[config.mk]
export PLATFORM = sky130hd
export DESIGN_NAME = ncc_queue
export DESIGN_NICKNAME = d
export VERILOG_FILES = /design/src/rtl/nearest_centroid_confusion_counter_defines.svh /design/src/rtl/ncc_pkg.sv /design/src/rtl/ncc_queue.sv
export SDC_FILE = /design/constraint.sdc
export NUM_CORES = 1
export LEC_CHECK = 0
export BUFFER_PORTS_ARGS = -buffer_cell sky130_fd_sc_hd__buf_2
export CAP_MARGIN = 20
export CORE_ASPECT_RATIO = 0.7
export CORE_MARGIN = 4
export CORE_UTILIZATION = 35
export DETAILED_ROUTE_END_ITERATION = 10
export SETUP_SLACK_MARGIN = 0.5
export SLEW_MARGIN = 20
export SYNTH_ARGS = -nofsm -noshare
export SYNTH_HDL_FRONTEND = slang
export SYNTH_SLANG_ARGS = --single-unit
[constraint.sdc]
create_clock -name clk_i -period 1.65 [get_ports clk_i]
set_input_delay 0.33 -clock clk_i [delete_from_list [all_inputs] [get_ports clk_i]]
set_output_delay 0.33 -clock clk_i [all_outputs]
set_load 0.02 [all_outputs]
[src/rtl/nearest_centroid_confusion_counter_defines.svh]
// assertion macros used by the confusion counter top level
// expects clk_i and rst_ni in the scope where a macro is used
`ifndef NEAREST_CENTROID_CONFUSION_COUNTER_DEFINES_SVH
`define NEAREST_CENTROID_CONFUSION_COUNTER_DEFINES_SVH

// same-cycle implication, off while in reset
`define NCC_ASSERT(lbl, ante, cons, msg) \
  lbl: assert property (@(posedge clk_i) disable iff (!rst_ni) (ante) |-> (cons)) \
    else $error(msg);

// next-cycle implication, off while in reset
`define NCC_ASSERT_NXT(lbl, ante, cons, msg) \
  lbl: assert property (@(posedge clk_i) disable iff (!rst_ni) (ante) |=> (cons)) \
    else $error(msg);

`endif

[src/rtl/ncc_pkg.sv]
// shared types and constants for the nearest centre confusion counter
// no dependencies
`timescale 1ns / 1ps

package ncc_pkg;

  localparam int unsigned NumCenters   = 6;
  localparam int unsigned SampleBits   = 12;
  localparam int unsigned CountBits    = 16;
  localparam int unsigned IdxBits      = 3;
  localparam int unsigned CfgIdxBits   = 3;
  localparam int unsigned NumAxes      = 3;
  localparam int unsigned CenterBits   = NumAxes * SampleBits;
  localparam int unsigned NumCells     = NumCenters * NumCenters;
  localparam int unsigned CellAddrBits = $clog2(NumCells);
  localparam int unsigned SqBits       = 2 * SampleBits;
  localparam int unsigned DistBits     = SqBits + 2;
  localparam int unsigned QueueDepth   = 8;
  localparam int unsigned QueuePtrBits = $clog2(QueueDepth);
  localparam int unsigned CreditBits   = $clog2(QueueDepth + 1);

  typedef logic [CenterBits-1:0] center_t;
  typedef logic [IdxBits-1:0]    idx_t;

  // reset centres, z in the top twelve bits and x in the bottom
  localparam center_t CenterReset [NumCenters] = '{
    36'd25171969850, 36'd25171969200, 36'd25173403100,
    36'd25170740700, 36'd31043995100, 36'd20138804700
  };

  typedef enum logic [1:0] {
    REQ_CLASSIFY = 2'd0,
    REQ_READ     = 2'd1,
    REQ_CLEAR    = 2'd2,
    REQ_NOP      = 2'd3
  } req_e;

  // one classified request on its way to the matrix
  typedef struct packed {
    req_e req;
    idx_t winner;
    idx_t row;
    idx_t col;
  } job_t;

  typedef struct packed {
    logic full;
    logic empty;
  } q_status_t;

endpackage

[src/rtl/ncc_queue.sv]
// small first-in first-out queue of classified jobs between front and back
// depends on ncc_pkg
`timescale 1ns / 1ps

module ncc_queue import ncc_pkg::*; (
  input  logic      clk_i,
  input  logic      rst_ni,
  input  logic      push_i,
  input  job_t      push_data_i,
  input  logic      pop_i,
  output job_t      data_o,
  output q_status_t status_o
);

  job_t                    slot_q [QueueDepth];
  logic [QueuePtrBits-1:0] wr_ptr_q, rd_ptr_q;
  logic [CreditBits-1:0]   count_q;

  // pointers and fill level
  always_ff @(posedge clk_i or negedge rst_ni) begin
    if (!rst_ni) begin
      wr_ptr_q <= '0;
      rd_ptr_q <= '0;
      count_q  <= '0;
    end else begin
      if (push_i) begin
        wr_ptr_q <= wr_ptr_q + 1'b1;
      end
      if (pop_i) begin
        rd_ptr_q <= rd_ptr_q + 1'b1;
      end
      case ({push_i, pop_i})
        2'b10:   count_q <= count_q + 1'b1;
        2'b01:   count_q <= count_q - 1'b1;
        default: count_q <= count_q;
      endcase
    end
  end

  // storage slots
  always_ff @(posedge clk_i) begin
    if (push_i) begin
      slot_q[wr_ptr_q] <= push_data_i;
    end
  end

  assign data_o         = slot_q[rd_ptr_q];
  assign status_o.empty = (count_q == '0);
  assign status_o.full  = (count_q == CreditBits'(QueueDepth));

endmodule

==> run metrics <==
area leader, netlist=edfxtp_1; WS Path Type=register to primary output; hold path depth=1; I/O pin count=28; Clk pin slew, worst setup/hold paths=approximately 0.060 ns; crit start category=register; Post-Route WL=7870 um; vias=slightly below 2000; final worst-path cycle share=1.36; DRC=0; clock skew=slightly below 0.004 ns; final setup vio count=11; r2r setup slk=~0.13 ns; num rows=32; Die ar.=0.0131 mm^2; RSZ-0062 raised after global routing=yes; Root Buffer=clkbuf_16; share of cells above drive strength 1=0.585; total of max-cap violations=0; largest net degree at the start of global routing=18; Vias per Instance=around 4.7; R2R cell count=8; sequential share of the synthesized area=0.730; most frequent cells in the layout=edfxtp_1, buf_6, mux4_2, buf_2, buf_4; yosys warns=0; WL per Instance=approximately 19 um; worst path required time=roughly 1.3 ns; final setup margin=-0.597 ns; core area=~0.011 mm^2; top cell type's share of synthesized area=0.666; global-route wire length before repair=12300 um; die span in x=135 um; n_diodes=0; Placer Congestion=0.740; Routed Antenna Nets=0; First-pass DRT Iterations=4; Hold Path Class=input port to register; CTS max path bufs=2; worst vdd ir=745 uV; worst slew pin tran=about 0.26 ns; Nets=280; cell count after synthesis=approximately 180; Leak=between 1.5 and 2 nW; failing checks=setup timing; Final Util=0.494; H-tree Lvls=3; Die Height=slightly below 100 um; pwr dens=about 1900 mW/mm^2; CP max FO=7; TritonCTS clock tree=yes; final worst path period need=2.25 ns; synth-to-layout area growth=37.7%; Hold EP=slot_q[3][9]; Avg Inst Size Synth=between 20 and 25 um^2; Synth cell types=26; CTS sink cnt=98; synthesized flop and latch total=98; Max-slew headroom=0.824; Starting Density=0.359; initial antenna violation count=0; max-slew violation count=0; top cells by area, synth=edfxtp_1, mux4_1, dfrtp_1; Port Buffers=27; r2r endpoint=count_q[2]; highest clock rate=between 400 and 500 MHz; vias in the first global route=a little over 2000; worst reg2reg startpoint=count_q[1]; DP Wirelength=between 4000 and 5000 um; Synth Cell Area=0.00397 mm^2; drt initial violations=84; syn nets=slightly above 200; WHS=~0.26 ns; total track usage=0.129; clock buffer count from CTS=9; hold path start=push_data_i[9]; most common cell after layout, fill and taps aside=edfxtp_1; clk_lat worst skew=about 0.34 ns; CP Launch Point=rd_ptr_q[0]; grt ovf=0; Fin. Hold Viols=0; status=complete, but fails checks; CP Data Arrival Time=around 1.9 ns; crit path capture type=primary output
## per-stage QoR
stage	setup slack, ns	cell area, um^2	std cells	power, mW	TNS, ns
3_3_place_gp	-0.268	4710	379	6.85	-2.60
5_1_grt	-0.666	5460	418	10.6	-7.08
2_1_floorplan	-0.0887	4130	182	5.86	-0.941
4_1_cts	-0.648	5380	413	10.1	-6.81
6_report	-0.597	5460	418	10.1	-6.24
3_5_place_dp	-0.284	4710	379	6.90	-2.67
## final cells by class
class | count | area (um^2)
tap | 153 | 191
timing repair buffer | 74 | 843
inverter | 1 | 16.3
fill | 910 | 5590
clock inverter | 5 | 78.8
multi-input combinational | 76 | 1200
clock buffer | 11 | 233
sequential | 98 | 2900
## sequential cells by signal (all words and copies together) (netlist names)
register	flops
slot_q	88
count_q	4
rd_ptr_q	3
wr_ptr_q	3
## Yosys cell counts
cell,number
a21oi_1,1
a31oi_1,1
buf_1,2
buf_12,2
buf_2,1
buf_6,1
clkbuf_1,1
dfrtp_1,10
edfxtp_1,88
ha_1,5
inv_1,1
mux2_2,14
mux4_1,19
mux4_2,3
nand2_1,5
nand2b_1,4
nand3b_1,1
nor2_1,7
nor3_1,2
nor4_1,1
nor4b_1,1
o21ai_0,1
or3_1,1
or4b_1,1
xnor2_1,3
xor2_1,6
## power by group
part	switching, mW	internal (mW)	total (mW)
logic	1.91	2.64	4.55
clock network	0.849	1.33	2.18
registers	0.227	3.19	3.41
total	2.99	7.16	10.1
## routing by layer
layer / global-route usage / up-vias / wire length, um
met5: 0 / - / 0
met4: 0.0325 / 0 / 74
met3: 0.0430 / 5 / 308
met2: 0.192 / 35 / 3780
met1: 0.184 / 1010 / 3710
li1: - / 902 / -
## worst max-delay path: stages, from the launching register on
cell and delay, ns:
dfrtp_2 0.46, buf_8 0.17, mux4_2 0.51, mux2_4 0.30, buf_6 0.13
## repair_timing
item	in CTS	in global routing
hold buffers	1	0
setup endpoints to repair	106	106
setup buffers	14	5
resized for setup	51	11
endpoints found under the hold margin	10	0
pin swaps	7	11
cloned	3	0
## worst max-delay path by stage
| stage | to | slack, ns | cells after the start |
|---|---|---|---|
| floorplan | data_o[2] | -0.09 | 4 |
| global placement | data_o[0] | -0.27 | 4 |
| detailed placement | data_o[1] | -0.28 | 4 |
| CTS | data_o[4] | -0.65 | 4 |
| global route | data_o[4] | -0.67 | 4 |
| finish | data_o[4] | -0.60 | 4 |
## cell families (layout without fill, tap and decap cells)
logic type,count (synthesis),in the layout,synth area share
xor gates and xnor gates,9,9,0.0199
muxes,36,36,0.183
and+or+nand+nor,23,23,0.0300
AOI/OAI and AO/OA,3,3,0.00410
DFF,98,98,0.730
buffers and inverters,8,91,0.0180
adders and majority gates,5,5,0.0158
No activity file was read; power rests on OpenSTA's default activity.
