<file path="config.mk">
export PLATFORM = sky130hd
export DESIGN_NAME = ncc_back
export DESIGN_NICKNAME = d
export VERILOG_FILES = /design/src/rtl/nearest_centroid_confusion_counter_defines.svh /design/src/rtl/ncc_pkg.sv /design/src/rtl/ncc_back.sv
export SDC_FILE = /design/constraint.sdc
export NUM_CORES = 1
export LEC_CHECK = 0
export ABC_CLOCK_PERIOD_IN_PS = 5900
export BUFFER_PORTS_ARGS = -buffer_cell sky130_fd_sc_hd__clkbuf_2
export CAP_MARGIN = 25
export CORE_MARGIN = 10
export CORE_UTILIZATION = 35
export CTS_CLUSTER_DIAMETER = 60
export DETAILED_ROUTE_END_ITERATION = 8
export PLACE_DENSITY = 0.55
export SETUP_SLACK_MARGIN = 0.1
export SLEW_MARGIN = 10
export SYNTH_ARGS = -nofsm -noshare
export SYNTH_HDL_FRONTEND = slang
export SYNTH_SLANG_ARGS = --single-unit
</file>
<file path="constraint.sdc">
create_clock -name clk_i -period 5.9 [get_ports clk_i]
set_input_delay 0.295 -clock clk_i [delete_from_list [all_inputs] [get_ports clk_i]]
set_output_delay 0.295 -clock clk_i [all_outputs]
set_load 0.01 [all_outputs]
</file>
<file path="src/rtl/nearest_centroid_confusion_counter_defines.svh">
// assertion macros used by the confusion counter top level
// expects clk_i and rst_ni in the scope where a macro is used
`ifndef NEAREST_CENTROID_CONFUSION_COUNTER_DEFINES_SVH
`define NEAREST_CENTROID_CONFUSION_COUNTER_DEFINES_SVH

// same-cycle implication, off while in reset
`define NCC_ASSERT(lbl, ante, cons, msg) \
  lbl: assert property (@(posedge clk_i) disable iff (!rst_ni) (ante) |-> (cons)) \
    else $error(msg);

// next-cycle implication, off while in reset
`define NCC_ASSERT_NXT(lbl, ante, cons, msg) \
  lbl: assert property (@(posedge clk_i) disable iff (!rst_ni) (ante) |=> (cons)) \
    else $error(msg);

`endif

</file>
<file path="src/rtl/ncc_pkg.sv">
// shared types and constants for the nearest centre confusion counter
// no dependencies
`timescale 1ns / 1ps

package ncc_pkg;

  localparam int unsigned NumCenters   = 6;
  localparam int unsigned SampleBits   = 12;
  localparam int unsigned CountBits    = 16;
  localparam int unsigned IdxBits      = 3;
  localparam int unsigned CfgIdxBits   = 3;
  localparam int unsigned NumAxes      = 3;
  localparam int unsigned CenterBits   = NumAxes * SampleBits;
  localparam int unsigned NumCells     = NumCenters * NumCenters;
  localparam int unsigned CellAddrBits = $clog2(NumCells);
  localparam int unsigned SqBits       = 2 * SampleBits;
  localparam int unsigned DistBits     = SqBits + 2;
  localparam int unsigned QueueDepth   = 8;
  localparam int unsigned QueuePtrBits = $clog2(QueueDepth);
  localparam int unsigned CreditBits   = $clog2(QueueDepth + 1);

  typedef logic [CenterBits-1:0] center_t;
  typedef logic [IdxBits-1:0]    idx_t;

  // reset centres, z in the top twelve bits and x in the bottom
  localparam center_t CenterReset [NumCenters] = '{
    36'd25171969850, 36'd25171969200, 36'd25173403100,
    36'd25170740700, 36'd31043995100, 36'd20138804700
  };

  typedef enum logic [1:0] {
    REQ_CLASSIFY = 2'd0,
    REQ_READ     = 2'd1,
    REQ_CLEAR    = 2'd2,
    REQ_NOP      = 2'd3
  } req_e;

  // one classified request on its way to the matrix
  typedef struct packed {
    req_e req;
    idx_t winner;
    idx_t row;
    idx_t col;
  } job_t;

  typedef struct packed {
    logic full;
    logic empty;
  } q_status_t;

endpackage

</file>
<file path="src/rtl/ncc_back.sv">
// back end: confusion matrix memory, saturating update and result register
// depends on ncc_pkg
`timescale 1ns / 1ps

module ncc_back import ncc_pkg::*; (
  input  logic                 clk_i,
  input  logic                 rst_ni,
  input  logic                 job_valid_i,
  input  job_t                 job_i,
  output logic                 job_pop_o,
  output logic                 out_valid_o,
  input  logic                 out_ready_i,
  output logic [IdxBits-1:0]   winner_o,
  output logic [CountBits-1:0] cell_count_o
);

  logic [CountBits-1:0]    cell_mem [NumCells];
  logic [NumCells-1:0]     cell_valid_q;
  logic [CountBits-1:0]    rdata_q;
  logic                    rvalid_q;

  logic                    in_range;
  logic [CellAddrBits-1:0] addr;
  logic                    pop;

  logic                    r_valid_q;
  job_t                    r_job_q;
  logic [CellAddrBits-1:0] r_addr_q;
  logic                    r_inrange_q;
  logic                    r_fwd_q;
  logic [CountBits-1:0]    r_fwd_data_q;
  logic                    r_cleared_q;
  logic                    r_fire;
  logic [CountBits-1:0]    cur;
  logic [CountBits-1:0]    inc;
  logic                    w_en;
  logic                    clr;
  logic [CountBits-1:0]    result;

  logic                    out_valid_q;
  logic [IdxBits-1:0]      out_winner_q;
  logic [CountBits-1:0]    out_count_q;

  // cell address of the job at the queue head
  assign in_range = (job_i.row < IdxBits'(NumCenters)) && (job_i.col < IdxBits'(NumCenters));
  assign addr     = in_range
                  ? CellAddrBits'(CellAddrBits'(job_i.row) * CellAddrBits'(NumCenters)
                                  + CellAddrBits'(job_i.col))
                  : '0;

  // handshake between the update stage and the result register
  assign r_fire    = r_valid_q && (!out_valid_q || out_ready_i);
  assign pop       = job_valid_i && (!r_valid_q || r_fire);
  assign job_pop_o = pop;

  // current cell value, taking the write or clear of the job just ahead
  always_comb begin
    if (r_cleared_q) begin
      cur = '0;
    end else if (r_fwd_q) begin
      cur = r_fwd_data_q;
    end else if (rvalid_q) begin
      cur = rdata_q;
    end else begin
      cur = '0;
    end
    inc  = (cur == '1) ? cur : cur + 1'b1;
    w_en = r_fire && (r_job_q.req == REQ_CLASSIFY) && r_inrange_q;
    clr  = r_fire && (r_job_q.req == REQ_CLEAR);
    case (r_job_q.req)
      REQ_CLASSIFY: result = r_inrange_q ? inc : '0;
      REQ_READ:     result = r_inrange_q ? cur : '0;
      default:      result = '0;
    endcase
  end

  // matrix memory, registered read
  always_ff @(posedge clk_i) begin
    if (w_en) begin
      cell_mem[r_addr_q] <= inc;
    end
    if (pop) begin
      rdata_q <= cell_mem[addr];
    end
  end

  // written flags per cell, a clear drops them all at once
  always_ff @(posedge clk_i or negedge rst_ni) begin
    if (!rst_ni) begin
      cell_valid_q <= '0;
      rvalid_q     <= 1'b0;
    end else begin
      if (clr) begin
        cell_valid_q <= '0;
      end else if (w_en) begin
        cell_valid_q[r_addr_q] <= 1'b1;
      end
      if (pop) begin
        rvalid_q <= cell_valid_q[addr];
      end
    end
  end

  // update stage control
  always_ff @(posedge clk_i or negedge rst_ni) begin
    if (!rst_ni) begin
      r_valid_q <= 1'b0;
    end else if (pop) begin
      r_valid_q <= 1'b1;
    end else if (r_fire) begin
      r_valid_q <= 1'b0;
    end
  end

  // update stage payload with forwarding from the job leaving it
  always_ff @(posedge clk_i) begin
    if (pop) begin
      r_job_q      <= job_i;
      r_addr_q     <= addr;
      r_inrange_q  <= in_range;
      r_fwd_q      <= w_en && (r_addr_q == addr);
      r_fwd_data_q <= inc;
      r_cleared_q  <= clr;
    end
  end

  // result register
  always_ff @(posedge clk_i or negedge rst_ni) begin
    if (!rst_ni) begin
      out_valid_q <= 1'b0;
    end else if (r_fire) begin
      out_valid_q <= 1'b1;
    end else if (out_ready_i) begin
      out_valid_q <= 1'b0;
    end
  end

  always_ff @(posedge clk_i) begin
    if (r_fire) begin
      out_winner_q <= r_job_q.winner;
      out_count_q  <= result;
    end
  end

  assign out_valid_o  = out_valid_q;
  assign winner_o     = out_winner_q;
  assign cell_count_o = out_count_q;

endmodule

</file>
==> results.yml, run 1 <==
power:
  sw_frac_of_total_pct: 25.8
  power_frac_seq_pct: 49.1
  power.clock.fraction_pct: 39.3
  cellInternalPower_mw: 8.29
  power_frac_comb_pct: 11.6
  power.ir.vdd_worst_uv: 197
  power.switching_mw: 2.89
  power_density_mw_per_mm2: 348
  totalPowerFinal_mw: 11.2
  p_leak_nw: 10.8
placed_design:
  gp_congestion: 0.885
  post_dp_cell_area_mm2: 0.0297
  detailedPlace.worstSlack_ps: 1140
  detailed_placement_wirelength_estimate_mm: 51.0
  placement.io_buffers: 35
timing:
  hold_viol: 0
  min_period_over_period_pct: 74.5
  worst_slew_pin_slew_ps: 1060
  fin_ws_ps: 1500
  final_max_slew_viol_count: 0
  slew_headroom_pct: 28.9
  final.setup_skew_ps: 34.3
  report.final.setup_viol: 0
  grt_setup_unrepaired: "no"
  period_needed_ps: 4400
  setup-tns-final_ps: 0
  highest_attainable_clock_frequency_mhz: 228
critical_path:
  worst-setup-path-type: "flop to flop"
  critical_path.slowest_cell: "sky130_fd_sc_hd__or4_1"
  arrival_ps: 4750
  setup.reg_to_reg.worst_slack_ps: 1500
  worstPathCellList: "nand3b_1 > and2_1 > nor2_1 > ha_1 > inv_1 > a21oi_1 > nand4_4 > or4_1 > nand2_1 > xnor2_2 > buf_4"
  reg2reg_to: "cell_mem[16][2]$_DFFE_PP_"
  cp.required_ps: 6260
  critical_path.reg2reg.startpoint: "r_fwd_q$_DFFE_PP_"
  crit_path_end_kind: "flop"
  crit_path_max_fanout: 33
  worst_r2r_path_depth: 11
  crit_path_start_kind: "flop"
  worst_path_largest_cell_delay_ps: 790
cells_and_area:
  fillerInstances: 7251
  antenna_cells: 0
  num-nets-final: 1950
  post-route-util_pct: 40.8
  postLayoutCellArea_mm2: 0.0322
  synthToLayoutAreaGrowth_pct: 15.8
  drive_above_1_share_pct: 14.4
detailed_routing:
  dr.pass1.iters: 5
  antenna_violating_nets_post_route: 0
  route.detailed.drc: 0
  route.detailed.wl_per_inst_um: 28.0
  vias: 17500
  totalWireLength_mm: 84.9
  vias_per_cell: 5.76
  drt_iter0_markers: 1850
cts:
  clock_tree_from_tritoncts: "built"
  post_cts_clock_slew_at_the_launch_and_capture_registers_of_the_worst_setup_and_hold_paths_ps: 60
  cts-root-to-sink-buffers: 3
  cts_root_buffer: "sky130_fd_sc_hd__clkbuf_16"
  cts_max_level: 3
  clkSinkCount: 680
  cts-buffers-inserted: 71
  clkLatencyLatePin_ps: 630
worst_hold_path:
  worstHoldPathType: "input pin to asynchronous set/reset pin"
grt:
  initial_antenna_violation_count: 3
  vias_in_the_first_global_route: 16800
  global_route.usage.total_pct: 18.4
  grt_pass1_wl_mm: 123
  largest_net_degree_at_the_start_of_global_routing: 71
  grt.overflow.total: 0
floorplan:
  starting_density_pct: 35.2
  die_height_um: 302
  placeableCoreArea_mm2: 0.0789
  dieArea_mm2: 0.0910
  rows: 103
  num_io_pins: 36
  floorplan_die_width_um: 302
synthesis:
  number_of_flops_mapped_to_enable_cells_by_yosys: 641
  syn_area_per_cell_um2: 15.0
  synthArstFlopShare_pct: 5.74
  ys_types: 68
  yosysWarnings: 0
  synthesis.area_mm2: 0.0278
  post_synth_inst_count: 1846
  ys_ff_latch: 680
  synth-seq-area-share_pct: 72.8
  yosys-top-cells-count: "sky130_fd_sc_hd__edfxtp_1 (641), sky130_fd_sc_hd__a211oi_1 (187), sky130_fd_sc_hd__nand2_1 (110), sky130_fd_sc_hd__clkbuf_1 (99), sky130_fd_sc_hd__mux2i_1 (99)"
  synthDominantAreaCellType: "sky130_fd_sc_hd__edfxtp_1"
  synth-main-ff-cell: "sky130_fd_sc_hd__edfxtp_1"
  synth_top_area_share_pct: 69.3
  synthesized_nets: 1869
  synthMostInstantiatedCell: "sky130_fd_sc_hd__edfxtp_1"
  synth.area.top_cells: "sky130_fd_sc_hd__edfxtp_1 (69%), sky130_fd_sc_hd__a211oi_1 (5.1%), sky130_fd_sc_hd__mux2i_1 (3.6%)"
status:
  status: "finished, final reports clean"
flow_run:
  cap_viol_max_count: 0
power groups by stage:
stage | clock network [mW] | logic, mW | registers, mW
floorplan | 0 | 0.683 | 5.56
global placement | 0 | 1.26 | 5.59
detailed placement | 0 | 1.27 | 5.59
CTS | 4.46 | 1.28 | 5.49
global route | 4.64 | 1.37 | 5.49
finish | 4.39 | 1.30 | 5.49
worst max-delay path by stage:
stage	start	to	slack, ps
3_5_place_dp	job_i[4]	rdata_q[9]$_DFFE_PP_	1140
4_1_cts	r_fwd_q$_DFFE_PP_	cell_mem[16][0]$_DFFE_PP_	1410
3_3_place_gp	job_i[3]	rdata_q[9]$_DFFE_PP_	1180
5_1_grt	r_fwd_q$_DFFE_PP_	cell_mem[16][2]$_DFFE_PP_	1200
6_report	r_fwd_q$_DFFE_PP_	cell_mem[16][2]$_DFFE_PP_	1500
2_1_floorplan	r_cleared_q$_DFFE_PP_	cell_mem[0][9]$_DFFE_PP_	1770
cells in the final DEF (no fill, tap or decap), drive strengths merged, types with 9 or more instances in the layout:
master,count
a211oi,187
nand2,110
nand3,38
o21a,37
edfxtp,641
o32ai,13
and3,19
inv,32
o31ai,16
clkbuf,123
o221ai,48
o21ai,43
buf,94
clkinv,29
o22ai,17
nor3,10
a21oi,50
nor4,23
a31oi,23
o2bb2ai,15
nor2,78
and2,23
nor2b,33
nand3b,18
mux2i,99
dlygate4sd3,9
xnor2,14
dfrtp,39
flip-flops by register name (all words and copies together), names as in the netlist, 3 cells and up:
| signal | count |
|---|---|
| cell_count_o | 16 |
| cell_mem | 576 |
| cell_valid_q | 36 |
| r_addr_q | 6 |
| r_fwd_data_q | 16 |
| r_job_q | 5 |
| rdata_q | 16 |
| winner_o | 3 |
what timing repair did:
| action | 4_1_cts | 5_1_grt |
|---|---|---|
| gates resized for setup | 0 | 0 |
| buffers inserted | 0 | 0 |
| hold endpoints to repair | 46 | 0 |
| hold buffers | 9 | 0 |
cell type report:
class	instances	area, um^2	share of cell area (%)
multi-input combinational	1005	7170	22.3
inverter	32	121	0.377
clock buffer	89	1890	5.89
tap	1050	1310	4.08
clock inverter	35	369	1.15
sequential	680	20200	62.9
timing repair buffer	137	1070	3.33
worst max-delay path: cells and delay by family, from the launching register on:
family | cells | cell delay, ps
buf+inv | 2 | 510
compound gates | 1 | 240
fa+ha+maj | 1 | 260
simple gates | 6 | 2150
xor+xnor | 1 | 180
flops | 1 | 740
kinds of logic (layout without fill, tap and decap cells):
group,Yosys count,count (layout),synth area share [%]
multiplexers,107,107,3.97
AO/OA/AOI/OAI,488,488,12.9
adder cells (fa/ha/maj),8,8,0.414
XOR/XNOR,19,19,0.599
flip-flops,680,680,72.8
AND/OR/NAND/NOR,383,383,7.04
buffers and inverters,161,293,2.28
metrics by stage:
step	instances	hold slack [ps]
2_1_floorplan	1846	-0.591
3_3_place_gp	2889	401
3_5_place_dp	2891	406
4_1_cts	3024	389
5_1_grt	3028	408
6_report	3028	410
layer usage:
layer	track usage (%)	share of wire, %	vias to the layer above
li1	-	-	7511
met1	25.2	42	9044
met2	29.1	47	772
met3	3.63	8.1	128
met4	5.65	3.1	0
met5	0	0	-
(Power assumes the default switching activity.)
==> run 2, diff against run 1 <==
--- a/config.mk
+++ b/config.mk
@@ -5,7 +5,7 @@
 export SDC_FILE = /design/constraint.sdc
 export NUM_CORES = 1
 export LEC_CHECK = 0
-export ABC_CLOCK_PERIOD_IN_PS = 5900
+export ABC_CLOCK_PERIOD_IN_PS = 4300
 export BUFFER_PORTS_ARGS = -buffer_cell sky130_fd_sc_hd__clkbuf_2
 export CAP_MARGIN = 25
 export CORE_MARGIN = 10
==> constraint.sdc (replaced) <==
create_clock -name clk_i -period 4.3 [get_ports clk_i]
set_input_delay 0.215 -clock clk_i [delete_from_list [all_inputs] [get_ports clk_i]]
set_output_delay 0.215 -clock clk_i [all_outputs]
set_load 0.01 [all_outputs]
==> results.yml, run 2 (synthesized netlist as in run 1, its figures left out) <==
timing:
  worst_slew_pin_slew_ps: 1140
  slew_headroom_pct: 23.5
  final_max_slew_viol_count: 0
  hold_slack_ps: 283
  highest_attainable_clock_frequency_mhz: 262
  hold_viol: 0
  setup-tns-final_ps: 0
  report.final.setup_viol: 0
  final.setup_skew_ps: 42.4
  period_needed_ps: 3820
  min_period_over_period_pct: 88.9
  grt_setup_unrepaired: "no"
cells_and_area:
  regMostFlops: "cell_mem"
  seq_area_mm2: 0.0202
  reg.largest.list: "cell_mem x576, cell_valid_q x36"
  fillerInstances: 7202
  synthToLayoutAreaGrowth_pct: 17.7
  largest_register_ffs: 576
  most_common_library_cell_in_the_layout_ignoring_fill_and_taps: "sky130_fd_sc_hd__edfxtp_1"
  num-nets-final: 2001
  commonest_cells_after_routing_fill_and_taps_aside: "sky130_fd_sc_hd__edfxtp_1 (641), sky130_fd_sc_hd__a211oi_1 (187), sky130_fd_sc_hd__buf_4 (130), sky130_fd_sc_hd__nand2_1 (108), sky130_fd_sc_hd__mux2i_1 (98)"
  drive_above_1_share_pct: 16.8
  multi_input_combinational_cell_area_mm2: 0.00715
floorplan:
  die_height_um: 302
  num_io_pins: 36
  rows: 103
  floorplan_die_width_um: 302
  starting_density_pct: 35.2
  dieArea_mm2: 0.0910
  placeableCoreArea_mm2: 0.0789
worst_hold_path:
  worstHoldPathType: "input pin to asynchronous set/reset pin"
detailed_routing:
  dr.pass1.iters: 5
  route.detailed.wl_per_inst_um: 26.2
  route.detailed.drc: 0
  vias_per_cell: 5.67
  drt_iter0_markers: 1905
  totalWireLength_mm: 81.1
  antenna_violating_nets_post_route: 0
  vias: 17500
cts:
  post_cts_clock_slew_at_the_launch_and_capture_registers_of_the_worst_setup_and_hold_paths_ps: 60
  clkLatencyLatePin_ps: 640
  post_cts_resized: 0
  cts_max_level: 3
  cts-root-to-sink-buffers: 3
  cts_root_buffer: "sky130_fd_sc_hd__clkbuf_16"
  cts-buffers-inserted: 73
  clock_tree_from_tritoncts: "built"
  clkSinkCount: 680
grt:
  initial_antenna_violation_count: 1
  largest_net_degree_at_the_start_of_global_routing: 57
  vias_in_the_first_global_route: 16900
  grt.overflow.total: 0
  global_route.usage.total_pct: 17.6
  grt_pass1_wl_mm: 119
critical_path:
  critical_path.slowest_cell: "sky130_fd_sc_hd__mux2i_4"
  crit_path_max_fanout: 19
  crit_path_end_kind: "flop"
  cpLargestDelayFamily: "simple AND/OR/NAND/NOR gates"
  crit_path_start_kind: "flop"
  timing.critical_path.buf_inv: 2
  worstPathCellList: "nand3b_1 > and2_1 > nor2_1 > ha_1 > inv_1 > a21oi_1 > nand4_4 > or4_1 > mux2i_4 > buf_4"
  cp.required_ps: 4750
  arrival_ps: 4270
  worst_path_largest_cell_delay_ps: 780
  worst-setup-path-type: "flop to flop"
placed_design:
  gp_congestion: 0.856
  detailed_placement_wirelength_estimate_mm: 49.7
  placement.io_buffers: 35
power:
  power.ir.vdd_worst_uv: 286
  power_density_mw_per_mm2: 477
  p_leak_nw: 11.1
  totalPowerFinal_mw: 15.6
status:
  status: "finished, final reports clean"
flow_run:
  cap_viol_max_count: 0
## run 2: path summary, 6_finish.rpt
kind / startpoint / endpoint / slack (ps) / cells after the start
max reg2reg: r_fwd_q$_DFFE_PP_ / cell_mem[11][0]$_DFFE_PP_ / 480 / 10
max in group asynchronous: rst_ni / cell_valid_q[23]$_DFFE_PN0P_ / 3500 / 3
max: r_fwd_q$_DFFE_PP_ / cell_mem[11][0]$_DFFE_PP_ / 480 / 10
min in group clk_i: job_i[9] / r_job_q[9]$_DFFE_PP_ / 330 / 2
min: rst_ni / cell_valid_q[0]$_DFFE_PN0P_ / 280 / 3
min reg2reg: r_job_q[8]$_DFFE_PP_ / winner_o[2]$_DFFE_PP_ / 430 / 0
## run 2: area by class of cell
type                            instances  share of cell area [%]
Inverter                               32                   0.367
Tap cell                             1050                    4.02
Timing Repair Buffer                  186                    4.54
Clock buffer                          103                    6.24
Clock inverter                         32                    1.08
Sequential cell                       680                    61.9
Multi-Input combinational cell       1005                    21.9
Antenna cell                            2                  0.0153
## run 2: per-stage QoR
stage               util (%)  worst slack (ps)  instance area [um^2]  instances
floorplan                  -               167                 27800       1846
global placement        38.2               192                 30100       2940
detailed placement      38.3               121                 30200       2942
CTS                     41.4               502                 32700       3086
global route            41.4               279                 32700       3088
finish                  41.5               478                 32700       3090
## run 2: metal layers
layer	vias up	GRT usage, %	wire, um
met1	9061	24.7	35500
met4	0	6.10	2630
met2	684	27.5	37600
met3	131	2.57	5320
li1	7632	-	-
met5	-	0	0
## run 2: what timing repair did
| item | CTS | global route |
|---|---|---|
| endpoints found under the hold margin | 46 | 0 |
| buffers inserted | 0 | 0 |
| hold buffers | 9 | 0 |
## run 2: worst reg2reg max path: stages (launching register included)
cell and delay (ps):
sky130_fd_sc_hd__edfxtp_1 510, sky130_fd_sc_hd__nand3b_1 250, sky130_fd_sc_hd__and2_1 240, sky130_fd_sc_hd__nor2_1 140, sky130_fd_sc_hd__ha_1 190, sky130_fd_sc_hd__inv_1 70, sky130_fd_sc_hd__a21oi_1 240, sky130_fd_sc_hd__nand4_4 250
sky130_fd_sc_hd__or4_1 620, sky130_fd_sc_hd__mux2i_4 780, sky130_fd_sc_hd__buf_4 370
## run 2: report_power, final
part	switching, mW	total, mW	internal, mW
Combinational	1.32	1.88	0.561
Clock	2.63	6.22	3.59
Sequential	0.0511	7.50	7.45
